===== src/rtl/core/gmd_pkg.sv =====
package gmd_pkg;

	localparam int GRID_DIM   = 8;
	localparam int COORD_W    = 3;
	localparam int CELL_COUNT = GRID_DIM * GRID_DIM;
	localparam int CELL_W     = 6;
	localparam int STACK_MAX  = 64;
	localparam int DEPTH_W    = 7;
	localparam int SIDX_W     = 6;
	localparam int TRIED_W    = 3;

	localparam int CFG_IDX_W  = 1;
	localparam int CFG_DATA_W = 3;

	typedef logic [COORD_W-1:0] coord_t;
	typedef logic [1:0]         kind_t;
	typedef logic [CELL_W-1:0]  cell_idx_t;

	localparam kind_t KIND_ROAD  = 2'd0;
	localparam kind_t KIND_WALL  = 2'd1;
	localparam kind_t KIND_START = 2'd2;
	localparam kind_t KIND_GOAL  = 2'd3;

	localparam logic OP_LOAD   = 1'b0;
	localparam logic OP_SEARCH = 1'b1;

	localparam logic [CFG_IDX_W-1:0] CFG_START_X = 1'b0;
	localparam logic [CFG_IDX_W-1:0] CFG_START_Y = 1'b1;

	localparam coord_t START_X_RST = 3'd2;
	localparam coord_t START_Y_RST = 3'd3;

	localparam logic [1:0] DIR_UP    = 2'd0;
	localparam logic [1:0] DIR_LEFT  = 2'd1;
	localparam logic [1:0] DIR_RIGHT = 2'd2;
	localparam logic [1:0] DIR_DOWN  = 2'd3;

	// all four directions tried
	localparam logic [TRIED_W-1:0] TRIED_DONE = 3'd4;

	typedef struct packed {
		coord_t              col;
		coord_t              row;
		logic [TRIED_W-1:0]  tried;
	} stack_ent_t;

	typedef struct packed {
		logic load_cell;
		logic init;
		logic clear;
		logic mark_top;
		logic rd_nbr;
		logic skip;
		logic push;
		logic pop;
		logic load_top;
		logic flush;
		logic next_idx;
		logic emit;
		logic emit_nopath;
	} gmd_cmd_t;

	typedef struct packed {
		kind_t kind;
		logic  start_ok;
		logic  nbr_ok;
		logic  nbr_seen;
		logic  clr_done;
		logic  dir_done;
		logic  depth_one;
		logic  out_fire;
		logic  out_last;
	} gmd_sts_t;

	function automatic cell_idx_t cell_at(coord_t col, coord_t row);
		return CELL_W'(row) * CELL_W'(GRID_DIM) + CELL_W'(col);
	endfunction

endpackage


===== src/rtl/core/gmd_chan_if.sv =====
interface gmd_in_if;
	import gmd_pkg::*;

	logic   valid;
	logic   ready;
	logic   op;
	coord_t cell_x;
	coord_t cell_y;
	kind_t  cell_kind;

	modport source (output valid, output op, output cell_x, output cell_y, output cell_kind,
		input ready);
	modport sink (input valid, input op, input cell_x, input cell_y, input cell_kind,
		output ready);
endinterface

interface gmd_out_if;
	import gmd_pkg::*;

	logic   valid;
	logic   ready;
	coord_t route_x;
	coord_t route_y;
	logic   found;
	logic   last;

	modport source (output valid, output route_x, output route_y, output found, output last,
		input ready);
	modport sink (input valid, input route_x, input route_y, input found, input last,
		output ready);
endinterface


===== src/rtl/core/gmd_dpath.sv =====
module gmd_dpath (
	input  logic                             clk,
	input  logic                             arst_n,
	input  logic                             cfg_we,
	input  logic [gmd_pkg::CFG_IDX_W-1:0]    cfg_idx,
	input  logic [gmd_pkg::CFG_DATA_W-1:0]   cfg_data,
	input  gmd_pkg::coord_t                  in_cell_x,
	input  gmd_pkg::coord_t                  in_cell_y,
	input  gmd_pkg::kind_t                   in_cell_kind,
	input  gmd_pkg::gmd_cmd_t                cmd,
	output gmd_pkg::gmd_sts_t                sts,
	input  logic                             out_ready,
	output logic                             out_valid,
	output gmd_pkg::coord_t                  route_x,
	output gmd_pkg::coord_t                  route_y,
	output logic                             found,
	output logic                             last
);
	import gmd_pkg::*;

	coord_t start_x_q, start_y_q;

	// maze map: memory plus per-cell written flags (unwritten cells read as road)
	kind_t                 maze_mem [CELL_COUNT];
	logic [CELL_COUNT-1:0] maze_vld_q;
	kind_t                 maze_rd_q;
	logic                  maze_vld_rd_q;

	// visited flags: cleared by a pass over all cells at the start of each search
	logic                  vis_mem [CELL_COUNT];
	logic                  vis_rd_q;
	logic                  vis_we, vis_wdata;
	cell_idx_t             vis_waddr;

	stack_ent_t stack_mem [STACK_MAX];
	stack_ent_t stk_rd_q;

	coord_t               top_col_q, top_row_q;
	logic [TRIED_W-1:0]   top_tried_q;
	logic [DEPTH_W-1:0]   depth_q;
	logic [SIDX_W-1:0]    idx_q;

	logic                 out_valid_q;
	coord_t               route_x_q, route_y_q;
	logic                 found_q, last_q;

	logic [COORD_W:0]     nc, nr;
	logic                 nbr_in;
	cell_idx_t            nbr_cell, top_cell, start_cell, load_cell_idx, maze_raddr;
	logic                 start_ok, load_in_grid, idx_last;
	logic [DEPTH_W-1:0]   depth_m1, depth_m2;
	logic [SIDX_W-1:0]    stk_raddr, stk_waddr;
	stack_ent_t           stk_wdata;
	logic                 stk_we;

	always_comb begin
		nc = {1'b0, top_col_q};
		nr = {1'b0, top_row_q};
		case (top_tried_q[1:0])
			DIR_UP:    nr = nr - (COORD_W+1)'(1);
			DIR_LEFT:  nc = nc - (COORD_W+1)'(1);
			DIR_RIGHT: nc = nc + (COORD_W+1)'(1);
			DIR_DOWN:  nr = nr + (COORD_W+1)'(1);
			default:   nr = nr;
		endcase
	end

	assign nbr_in        = (nc < (COORD_W+1)'(GRID_DIM)) && (nr < (COORD_W+1)'(GRID_DIM));
	assign nbr_cell      = cell_at(nc[COORD_W-1:0], nr[COORD_W-1:0]);
	assign top_cell      = cell_at(top_col_q, top_row_q);
	assign start_cell    = cell_at(start_x_q, start_y_q);
	assign start_ok      = ({1'b0, start_x_q} < (COORD_W+1)'(GRID_DIM)) &&
	                       ({1'b0, start_y_q} < (COORD_W+1)'(GRID_DIM));
	assign load_in_grid  = ({1'b0, in_cell_x} < (COORD_W+1)'(GRID_DIM)) &&
	                       ({1'b0, in_cell_y} < (COORD_W+1)'(GRID_DIM));
	assign load_cell_idx = cell_at(in_cell_x, in_cell_y);
	assign maze_raddr    = cmd.rd_nbr ? nbr_cell : top_cell;

	assign vis_we    = cmd.clear || cmd.mark_top || cmd.push;
	assign vis_waddr = cmd.clear ? cell_idx_t'(idx_q) : (cmd.push ? nbr_cell : top_cell);
	assign vis_wdata = !cmd.clear;

	assign depth_m1  = depth_q - DEPTH_W'(1);
	assign depth_m2  = depth_q - DEPTH_W'(2);
	assign idx_last  = {1'b0, idx_q} == depth_m1;
	assign stk_raddr = cmd.pop ? depth_m2[SIDX_W-1:0] : idx_q;
	assign stk_waddr = depth_m1[SIDX_W-1:0];
	assign stk_we    = cmd.push || cmd.flush;

	always_comb begin
		stk_wdata.col   = top_col_q;
		stk_wdata.row   = top_row_q;
		stk_wdata.tried = cmd.push ? top_tried_q + TRIED_W'(1) : top_tried_q;
	end

	always_ff @(posedge clk or negedge arst_n) begin
		if (!arst_n) begin
			start_x_q <= START_X_RST;
			start_y_q <= START_Y_RST;
		end else if (cfg_we) begin
			case (cfg_idx)
				CFG_START_X: start_x_q <= cfg_data;
				CFG_START_Y: start_y_q <= cfg_data;
				default:     start_x_q <= start_x_q;
			endcase
		end
	end

	always_ff @(posedge clk) begin
		if (cmd.load_cell && load_in_grid)
			maze_mem[load_cell_idx] <= in_cell_kind;
		maze_rd_q <= maze_mem[maze_raddr];
	end

	always_ff @(posedge clk or negedge arst_n) begin
		if (!arst_n) begin
			maze_vld_q    <= '0;
			maze_vld_rd_q <= 1'b0;
		end else begin
			if (cmd.load_cell && load_in_grid)
				maze_vld_q[load_cell_idx] <= 1'b1;
			maze_vld_rd_q <= maze_vld_q[maze_raddr];
		end
	end

	always_ff @(posedge clk) begin
		if (vis_we)
			vis_mem[vis_waddr] <= vis_wdata;
		vis_rd_q <= vis_mem[maze_raddr];
	end

	always_ff @(posedge clk) begin
		if (stk_we)
			stack_mem[stk_waddr] <= stk_wdata;
		stk_rd_q <= stack_mem[stk_raddr];
	end

	always_ff @(posedge clk or negedge arst_n) begin
		if (!arst_n) begin
			top_col_q   <= '0;
			top_row_q   <= '0;
			top_tried_q <= '0;
			depth_q     <= '0;
			idx_q       <= '0;
		end else begin
			if (cmd.init) begin
				top_col_q   <= start_x_q;
				top_row_q   <= start_y_q;
				top_tried_q <= '0;
				depth_q     <= start_ok ? DEPTH_W'(1) : '0;
				idx_q       <= '0;
			end
			if (cmd.skip)
				top_tried_q <= top_tried_q + TRIED_W'(1);
			if (cmd.push) begin
				top_col_q   <= nc[COORD_W-1:0];
				top_row_q   <= nr[COORD_W-1:0];
				top_tried_q <= '0;
				depth_q     <= depth_q + DEPTH_W'(1);
			end
			if (cmd.pop)
				depth_q <= depth_m1;
			if (cmd.load_top) begin
				top_col_q   <= stk_rd_q.col;
				top_row_q   <= stk_rd_q.row;
				top_tried_q <= stk_rd_q.tried;
			end
			if (cmd.flush)
				idx_q <= '0;
			if (cmd.next_idx || cmd.clear)
				idx_q <= idx_q + SIDX_W'(1);
		end
	end

	always_ff @(posedge clk or negedge arst_n) begin
		if (!arst_n)
			out_valid_q <= 1'b0;
		else if (cmd.emit || cmd.emit_nopath)
			out_valid_q <= 1'b1;
		else if (out_ready)
			out_valid_q <= 1'b0;
	end

	always_ff @(posedge clk) begin
		if (cmd.emit) begin
			route_x_q <= stk_rd_q.col;
			route_y_q <= stk_rd_q.row;
			found_q   <= 1'b1;
			last_q    <= idx_last;
		end else if (cmd.emit_nopath) begin
			route_x_q <= start_x_q;
			route_y_q <= start_y_q;
			found_q   <= 1'b0;
			last_q    <= 1'b1;
		end
	end

	always_comb begin
		sts.kind      = maze_vld_rd_q ? maze_rd_q : KIND_ROAD;
		sts.start_ok  = start_ok;
		sts.nbr_ok    = nbr_in && (depth_q != DEPTH_W'(STACK_MAX));
		sts.nbr_seen  = vis_rd_q;
		sts.clr_done  = idx_q == SIDX_W'(CELL_COUNT - 1);
		sts.dir_done  = top_tried_q == TRIED_DONE;
		sts.depth_one = depth_q == DEPTH_W'(1);
		sts.out_fire  = out_valid_q && out_ready;
		sts.out_last  = last_q;
	end

	assign out_valid = out_valid_q;
	assign route_x   = route_x_q;
	assign route_y   = route_y_q;
	assign found     = found_q;
	assign last      = last_q;

	a_push_room: assert property (@(posedge clk) disable iff (!arst_n)
		cmd.push |-> depth_q != DEPTH_W'(STACK_MAX))
		else $error("push onto a full stack");

	a_pop_nonempty: assert property (@(posedge clk) disable iff (!arst_n)
		cmd.pop |-> depth_q != '0)
		else $error("pop from an empty stack");

	a_no_overwrite: assert property (@(posedge clk) disable iff (!arst_n)
		(cmd.emit || cmd.emit_nopath) |-> !out_valid_q)
		else $error("result overwritten before it was taken");

	a_push_in_grid: assert property (@(posedge clk) disable iff (!arst_n)
		cmd.push |-> nbr_in)
		else $error("push of a neighbor outside the grid");

endmodule


===== src/rtl/core/gmd_ctrl.sv =====
module gmd_ctrl (
	input  logic               clk,
	input  logic               arst_n,
	input  logic               in_valid,
	input  logic               in_op,
	output logic               in_ready,
	output gmd_pkg::gmd_cmd_t  cmd,
	input  gmd_pkg::gmd_sts_t  sts
);
	import gmd_pkg::*;

	localparam logic [3:0] S_IDLE  = 4'd0;
	localparam logic [3:0] S_TOP   = 4'd1;
	localparam logic [3:0] S_GOAL  = 4'd2;
	localparam logic [3:0] S_PROBE = 4'd3;
	localparam logic [3:0] S_KIND  = 4'd4;
	localparam logic [3:0] S_POPW  = 4'd5;
	localparam logic [3:0] S_FLUSH = 4'd6;
	localparam logic [3:0] S_RD    = 4'd7;
	localparam logic [3:0] S_EMIT  = 4'd8;
	localparam logic [3:0] S_HOLD  = 4'd9;
	localparam logic [3:0] S_CLR   = 4'd10;

	logic [3:0] state_q, state_d;
	logic       accept;

	assign in_ready = state_q == S_IDLE;
	assign accept   = in_valid && in_ready;

	always_comb begin
		state_d = state_q;
		cmd     = '0;
		case (state_q)
			S_IDLE: begin
				if (accept) begin
					if (in_op == OP_SEARCH) begin
						cmd.init = 1'b1;
						if (sts.start_ok) begin
							state_d = S_CLR;
						end else begin
							cmd.emit_nopath = 1'b1;
							state_d         = S_HOLD;
						end
					end else begin
						cmd.load_cell = 1'b1;
					end
				end
			end
			S_CLR: begin
				cmd.clear = 1'b1;
				if (sts.clr_done)
					state_d = S_TOP;
			end
			S_TOP: begin
				cmd.mark_top = 1'b1;
				state_d      = S_GOAL;
			end
			S_GOAL: state_d = (sts.kind == KIND_GOAL) ? S_FLUSH : S_PROBE;
			S_PROBE: begin
				cmd.rd_nbr = 1'b1;
				if (sts.dir_done) begin
					cmd.pop = 1'b1;
					if (sts.depth_one) begin
						cmd.emit_nopath = 1'b1;
						state_d         = S_HOLD;
					end else begin
						state_d = S_POPW;
					end
				end else if (sts.nbr_ok) begin
					state_d = S_KIND;
				end else begin
					cmd.skip = 1'b1;
				end
			end
			S_KIND: begin
				// neighbor kind and visited flag are back; start and wall cells are never entered
				if (!sts.nbr_seen && (sts.kind == KIND_ROAD || sts.kind == KIND_GOAL)) begin
					cmd.push = 1'b1;
					state_d  = (sts.kind == KIND_GOAL) ? S_FLUSH : S_PROBE;
				end else begin
					cmd.skip = 1'b1;
					state_d  = S_PROBE;
				end
			end
			S_POPW: begin
				cmd.load_top = 1'b1;
				state_d      = S_PROBE;
			end
			S_FLUSH: begin
				cmd.flush = 1'b1;
				state_d   = S_RD;
			end
			S_RD: state_d = S_EMIT;
			S_EMIT: begin
				cmd.emit = 1'b1;
				state_d  = S_HOLD;
			end
			S_HOLD: begin
				if (sts.out_fire) begin
					if (sts.out_last) begin
						state_d = S_IDLE;
					end else begin
						cmd.next_idx = 1'b1;
						state_d      = S_RD;
					end
				end
			end
			default: state_d = S_IDLE;
		endcase
	end

	always_ff @(posedge clk or negedge arst_n) begin
		if (!arst_n)
			state_q <= S_IDLE;
		else
			state_q <= state_d;
	end

	a_push_from_kind: assert property (@(posedge clk) disable iff (!arst_n)
		cmd.push |-> state_q == S_KIND && $past(state_q) == S_PROBE)
		else $error("push without a neighbor probe");

	a_hold_leads: assert property (@(posedge clk) disable iff (!arst_n)
		(state_q == S_HOLD && sts.out_fire && !sts.out_last) |=> state_q == S_RD)
		else $error("path readout did not continue");

	a_idle_after_last: assert property (@(posedge clk) disable iff (!arst_n)
		(state_q == S_HOLD && sts.out_fire && sts.out_last) |=> in_ready)
		else $error("block not ready after final result");

endmodule


===== src/rtl/core/grid_maze_depth_first_path.sv =====
// Grid maze solver, depth-first walk on an 8x8 map of 2-bit cell kinds.
// Channels: in_ch carries requests (op, cell_x, cell_y, cell_kind); out_ch
// carries results (route_x, route_y, found, last). Both use valid/ready; a
// request or result moves on a clock edge with valid and ready both high.
// Config: cfg_we/cfg_idx/cfg_data write start_x (index 0) or start_y (index 1).
// A load request (op 0) writes one cell and keeps in_ch.ready high; the next
// request may follow in the next cycle.
// A search request (op 1) holds in_ch.ready low until its last result is taken.
// It first clears the visited flags one cell per cycle, then marks and checks
// the start cell. Each walk step reads the maze and visited flags, then tests
// them; an off-grid or stack-full direction is simply skipped, and a dead end
// reads the stack, then restores the cell below as the new top.
// Readout then gives each path cell from the stack as one result; the
// path runs from start to goal with last set on the goal cell. With no path a
// single result with found clear and the start cell is given.
// A stalled receiver simply holds the search in readout; the result register
// keeps its contents until taken.
// Reset: start = (2,3), maze reads as all road; visited flags need no reset.
module grid_maze_depth_first_path (
	input  logic                            clk,
	input  logic                            arst_n,
	gmd_in_if.sink                          in_ch,
	gmd_out_if.source                       out_ch,
	input  logic                            cfg_we,
	input  logic [gmd_pkg::CFG_IDX_W-1:0]   cfg_idx,
	input  logic [gmd_pkg::CFG_DATA_W-1:0]  cfg_data
);
	import gmd_pkg::*;

	gmd_cmd_t cmd;
	gmd_sts_t sts;

	gmd_ctrl u_ctrl (
		.clk      (clk),
		.arst_n   (arst_n),
		.in_valid (in_ch.valid),
		.in_op    (in_ch.op),
		.in_ready (in_ch.ready),
		.cmd      (cmd),
		.sts      (sts)
	);

	gmd_dpath u_dpath (
		.clk          (clk),
		.arst_n       (arst_n),
		.cfg_we       (cfg_we),
		.cfg_idx      (cfg_idx),
		.cfg_data     (cfg_data),
		.in_cell_x    (in_ch.cell_x),
		.in_cell_y    (in_ch.cell_y),
		.in_cell_kind (in_ch.cell_kind),
		.cmd          (cmd),
		.sts          (sts),
		.out_ready    (out_ch.ready),
		.out_valid    (out_ch.valid),
		.route_x      (out_ch.route_x),
		.route_y      (out_ch.route_y),
		.found        (out_ch.found),
		.last         (out_ch.last)
	);

endmodule

===== src/flat_wrapper.sv =====
// flat-port wrapper written by rule: the top's interface ports become plain ports
module grid_maze_depth_first_path_flat import gmd_pkg::*;
  (clk, arst_n, cfg_we, cfg_idx, cfg_data, in_ch_valid, in_ch_op, in_ch_cell_x, in_ch_cell_y, in_ch_cell_kind, in_ch_ready, out_ch_valid, out_ch_route_x, out_ch_route_y, out_ch_found, out_ch_last, out_ch_ready);
  gmd_in_if in_ch_i ();
  gmd_out_if out_ch_i ();
  input  logic clk;
  input  logic arst_n;
  input  logic cfg_we;
  input  logic [gmd_pkg::CFG_IDX_W-1:0] cfg_idx;
  input  logic [gmd_pkg::CFG_DATA_W-1:0] cfg_data;
  input wire logic [$bits(in_ch_i.valid)-1:0] in_ch_valid;
  input wire logic [$bits(in_ch_i.op)-1:0] in_ch_op;
  input wire logic [$bits(in_ch_i.cell_x)-1:0] in_ch_cell_x;
  input wire logic [$bits(in_ch_i.cell_y)-1:0] in_ch_cell_y;
  input wire logic [$bits(in_ch_i.cell_kind)-1:0] in_ch_cell_kind;
  output wire logic [$bits(in_ch_i.ready)-1:0] in_ch_ready;
  output wire logic [$bits(out_ch_i.valid)-1:0] out_ch_valid;
  output wire logic [$bits(out_ch_i.route_x)-1:0] out_ch_route_x;
  output wire logic [$bits(out_ch_i.route_y)-1:0] out_ch_route_y;
  output wire logic [$bits(out_ch_i.found)-1:0] out_ch_found;
  output wire logic [$bits(out_ch_i.last)-1:0] out_ch_last;
  input wire logic [$bits(out_ch_i.ready)-1:0] out_ch_ready;
  assign in_ch_i.valid = in_ch_valid;
  assign in_ch_i.op = in_ch_op;
  assign in_ch_i.cell_x = in_ch_cell_x;
  assign in_ch_i.cell_y = in_ch_cell_y;
  assign in_ch_i.cell_kind = in_ch_cell_kind;
  assign in_ch_ready = in_ch_i.ready;
  assign out_ch_valid = out_ch_i.valid;
  assign out_ch_route_x = out_ch_i.route_x;
  assign out_ch_route_y = out_ch_i.route_y;
  assign out_ch_found = out_ch_i.found;
  assign out_ch_last = out_ch_i.last;
  assign out_ch_i.ready = out_ch_ready;
  grid_maze_depth_first_path u_core (.clk(clk), .arst_n(arst_n), .in_ch(in_ch_i), .out_ch(out_ch_i), .cfg_we(cfg_we), .cfg_idx(cfg_idx), .cfg_data(cfg_data));
endmodule

===== config.mk =====
export PLATFORM = sky130hd
export DESIGN_NAME = grid_maze_depth_first_path_flat
export DESIGN_NICKNAME = d
export VERILOG_FILES = /design/src/rtl/core/gmd_pkg.sv /design/src/rtl/core/gmd_chan_if.sv /design/src/rtl/core/gmd_dpath.sv /design/src/rtl/core/gmd_ctrl.sv /design/src/rtl/core/grid_maze_depth_first_path.sv /design/src/flat_wrapper.sv
export SDC_FILE = /design/constraint.sdc
export NUM_CORES = 1
export LEC_CHECK = 0
export BUFFER_PORTS_ARGS = -buffer_cell sky130_fd_sc_hd__buf_2
export CAP_MARGIN = 20
export CORE_ASPECT_RATIO = 1.1
export CORE_MARGIN = 2
export CORE_UTILIZATION = 45
export CTS_CLUSTER_SIZE = 24
export DETAILED_ROUTE_END_ITERATION = 8
export PLACE_DENSITY = 0.69
export SLEW_MARGIN = 20
export SYNTH_ARGS = -nofsm -noshare
export SYNTH_HDL_FRONTEND = slang
export SYNTH_SLANG_ARGS = --single-unit

===== constraint.sdc =====
create_clock -name clk -period 5.05 [get_ports clk]
set_clock_uncertainty 0.05 [all_clocks]
set_input_delay 1.01 -clock clk [delete_from_list [all_inputs] [get_ports clk]]
set_output_delay 1.01 -clock clk [all_outputs]
set_load 0.05 [all_outputs]

==> results.md <==
- Status: finished, final reports clean
- Reg2reg path depth: 11
- Post-layout util: 50.64%
- Fraction of layout cells with a size suffix above 1: 15.84%
- Nets@finish: 2,893
- Die Width: 284.6 um
- Gr usage total: 22.71%
- Ports: 28
- Area delta synth->final: 11.86%
- Sink Count: 886
- Filler instances: 7,031
- Rel. slew slack: 15.56%
- H-Tree Depth: 3
- DR WL/cell: 25.00 um
- Max Slew Vio Count: 0
- Number of vias per cell: 6.214
- Max Cap Viol: 0
- Critical path peak fanout: 28
- EDFF count, synth: 775
- Initial antenna violation count: 0
- Hpwl dp: 65,810 um
- Detailed-router iteration count before antenna repair: 9
- Ys Warns: 0
- Die ar.: 0.08900 mm2
- Total Wirelength: 102,000 um
- Port bufs: 27
- WP data required: 5510 ps
- Synth area leader: edfxtp_1
- CTS Buf Count: 87
- Worst-path clk slew: 70 ps
- Post-Layout Cell Count: 4,079
- Remaining DRCs: 0
- Pleak: 15.13 nW
- Worst min path class: in -> async
- Synth Register Bits: 886
- Gr ovfl total: 0
- Core area: 0.08610 mm2
- Net Count, Synth: 2,849
- Main area contributors after synthesis: edfxtp_1 60%, dfrtp_1 6.1%, mux2i_1 5.5%, mux4_2 4.5%, nand2_1 2.5%
- CP Capture Type: register
- Cells after synthesis: 2,813
- Die height: 312.7 um
- Post-CTS Setup Bufs: 0
- Synth cell types: 86
- Worst VDD drop: 0.4722 mV
- CP Launch Type: register
- Primary FF master, synth: edfxtp_1
- Seq/Total Area, Yosys: 66.67%
- Post-Syn Area per Cell: 13.86 um2
- Initial Util: 45.27%
- CTS Hold Buffers Added: 0
- Post-Syn Area: 0.03898 mm2
- Post-DRT Antenna Nets: 0
- Rows: 113
- ANT cells: 0
- Setup violations, final: 0
- Slew of the pin with the lowest slew margin: 1235 ps
- Vias in the first global route: 25,100
- # resized after CTS: 0
- Minimum clock period: 4597 ps
- Max frequency: 217.5 MHz
- Placed Cells: 3,918
- Gpl congestion: 0.9211
- RR Startpoint: u_core.u_dpath.top_tried_q[0]
- Synth top area share: 59.70%
- Largest net degree at the start of global routing: 86
- PD cells: 576.8 mW/mm2
- DR vias: 25,350
- Synth async-reset ratio: 11.06%
- CTS tree: yes
- Global-route wire length before repair: 154,800 um
- Arrival @ worst endpoint: 5060 ps
- Crit share post-route: 91.04%
- Hold Vio Cnt, Final: 0
- Critical path class: reg -> reg
- R2R Setup Slk: 450 ps
- CTS root buffer: clkbuf_16
- TNS Setup: 0 ps
- R2R Path End: u_core.u_dpath.stk_rd_q[8]
- RSZ-0062 raised after global routing: no
- DR iter-0 viols: 3,131
- Clock latency on the worst-skew pair: 670 ps
- CTS max path bufs: 3
==> logic make-up (layout without fill, tap and decap cells) <==
logic type | Yosys count | count (layout) | synth area share (%)
fa+ha+maj | 18 | 18 | 0.6163
compound gates | 521 | 521 | 9.103
simple gates | 852 | 852 | 10.09
xor+xnor | 26 | 26 | 0.5842
mux | 318 | 318 | 10.76
buf+inv | 192 | 308 | 2.183
flops | 886 | 886 | 66.67
==> worst max-delay path, stage by stage, from the launching register on <==
cell and delay, ps:
dfrtp_1 420, inv_1 160, ha_1 190, and2_1 380, a21oi_2 310, nor2_4 580, buf_12 300, mux4_2 340
a2111oi_0 1090, buf_4 240, a21boi_1 250, a2111oi_1 100
==> cell usage in the layout, fill, tap and decap left out, drive strengths merged, types with 13 or more instances in the layout <==
cell / Yosys / routed
edfxtp: 775 / 775
buf: 73 / 122
o21ai: 127 / 127
a21boi: 32 / 32
nand3: 141 / 141
nor2b: 27 / 27
mux4: 78 / 78
ha: 16 / 16
a221oi: 15 / 15
clkinv: 0 / 27
a2111oi: 49 / 49
mux2i: 213 / 213
dfxtp: 13 / 13
a21oi: 101 / 101
nand2: 261 / 261
a31oi: 62 / 62
a211oi: 15 / 15
or2: 66 / 66
mux2: 27 / 27
nor2: 252 / 252
dfrtp: 95 / 95
clkbuf: 94 / 112
inv: 25 / 31
nand4: 24 / 24
xnor2: 15 / 15
nor3: 27 / 27
a222oi: 25 / 25
==> sequential cells by signal (all words and copies together) (netlist names), 2 cells and up <==
signal and cells:
u_core.u_dpath.start_x_q 3, u_core.u_dpath.maze_rd_q 2, u_core.u_dpath.top_row_q 3, u_core.u_dpath.top_col_q 3
u_core.u_dpath.route_x 3, u_core.u_dpath.maze_vld_q 64, u_core.u_dpath.top_tried_q 3, u_core.u_dpath.start_y_q 3
u_core.u_dpath.maze_mem 128, u_core.u_dpath.idx_q 6, u_core.u_dpath.stk_rd_q 9, u_core.u_dpath.stack_mem 576
u_core.u_dpath.route_y 3, u_core.u_ctrl.state_q 4, u_core.u_dpath.depth_q 7, u_core.u_dpath.vis_mem 64
==> routing by layer <==
metal | part of all wire (%) | global-route usage (%) | wire, um | up-vias
met4 | 3.9 | 9.282 | 4013 | 0
met2 | 47 | 36.05 | 47930 | 1436
met5 | 0 | 0 | 0 | -
li1 | - | - | - | 10980
met1 | 39 | 30.77 | 39930 | 12680
met3 | 9.9 | 4.600 | 10110 | 254
==> stage by stage <==
step	total power [mW]	cell area [um2]	hold WS [ps]	worst slack [ps]
4_1_cts	25.09	43600	387.2	661.5
3_5_place_dp	18.48	40670	396.9	683.5
6_report	25.15	43600	370.5	452.6
2_1_floorplan	15.47	38980	358.6	614.0
5_1_grt	26.09	43600	423.8	495.8
3_3_place_gp	18.22	40670	387.3	741.9
==> worst max-delay path by stage <==
stage	end	from	cells after the start	slack (ps)
6_report	u_core.u_dpath.stk_rd_q[8]	u_core.u_dpath.top_tried_q[0]	11	450
5_1_grt	u_core.u_dpath.stk_rd_q[5]	u_core.u_ctrl.state_q[3]	9	500
4_1_cts	u_core.u_dpath.stk_rd_q[8]	u_core.u_dpath.top_tried_q[0]	11	660
3_5_place_dp	u_core.u_dpath.stk_rd_q[8]	u_core.u_dpath.top_tried_q[0]	11	680
3_3_place_gp	u_core.u_dpath.stk_rd_q[0]	u_core.u_dpath.top_tried_q[0]	10	740
2_1_floorplan	u_core.u_dpath.stack_mem[0][1]	u_core.u_dpath.maze_vld_rd_q	6	610
==> synth_stat cells (8+ instances only) <==
cell and instances:
buf_1 11, a222oi_1 25, nand3_1 141, a31oi_1 62, ha_1 16, edfxtp_1 775
mux4_2 78, a21o_1 8, a21boi_0 8, a21boi_1 23, a221oi_1 13, nor3_1 25
and2_1 11, nor2b_1 27, xnor2_1 15, nand4_1 24, buf_2 50, a21oi_1 100
a2111oi_0 41, nor2_1 247, mux2i_1 213, o21ai_0 124, mux2_2 27, nand2_1 261
or2_2 66, xor2_1 11, a211oi_1 15, and3_1 10, dfxtp_1 13, dfrtp_1 95
o22ai_1 11, o31ai_1 10, inv_1 25, clkbuf_1 93
==> where the power goes <==
part | internal (mW) | leakage [nW] | switching, mW
Combinational | 3.13 | 5.35 | 6.03
Clock | 3.87 | 1.41 | 2.81
Sequential | 8.94 | 8.37 | 0.379
==> final cells by class <==
type                       count  area, um2  area share [%]
multi-input combinational   1735      12260           28.13
clock buffer                 112       2342           5.372
inverter                      25      93.84          0.2152
sequential                   886      26000           59.63
timing repair buffer         122      880.8           2.020
tap                         1150       1439           3.300
clock inverter                49      580.6           1.331
Power figures use the tool's default switching activity.
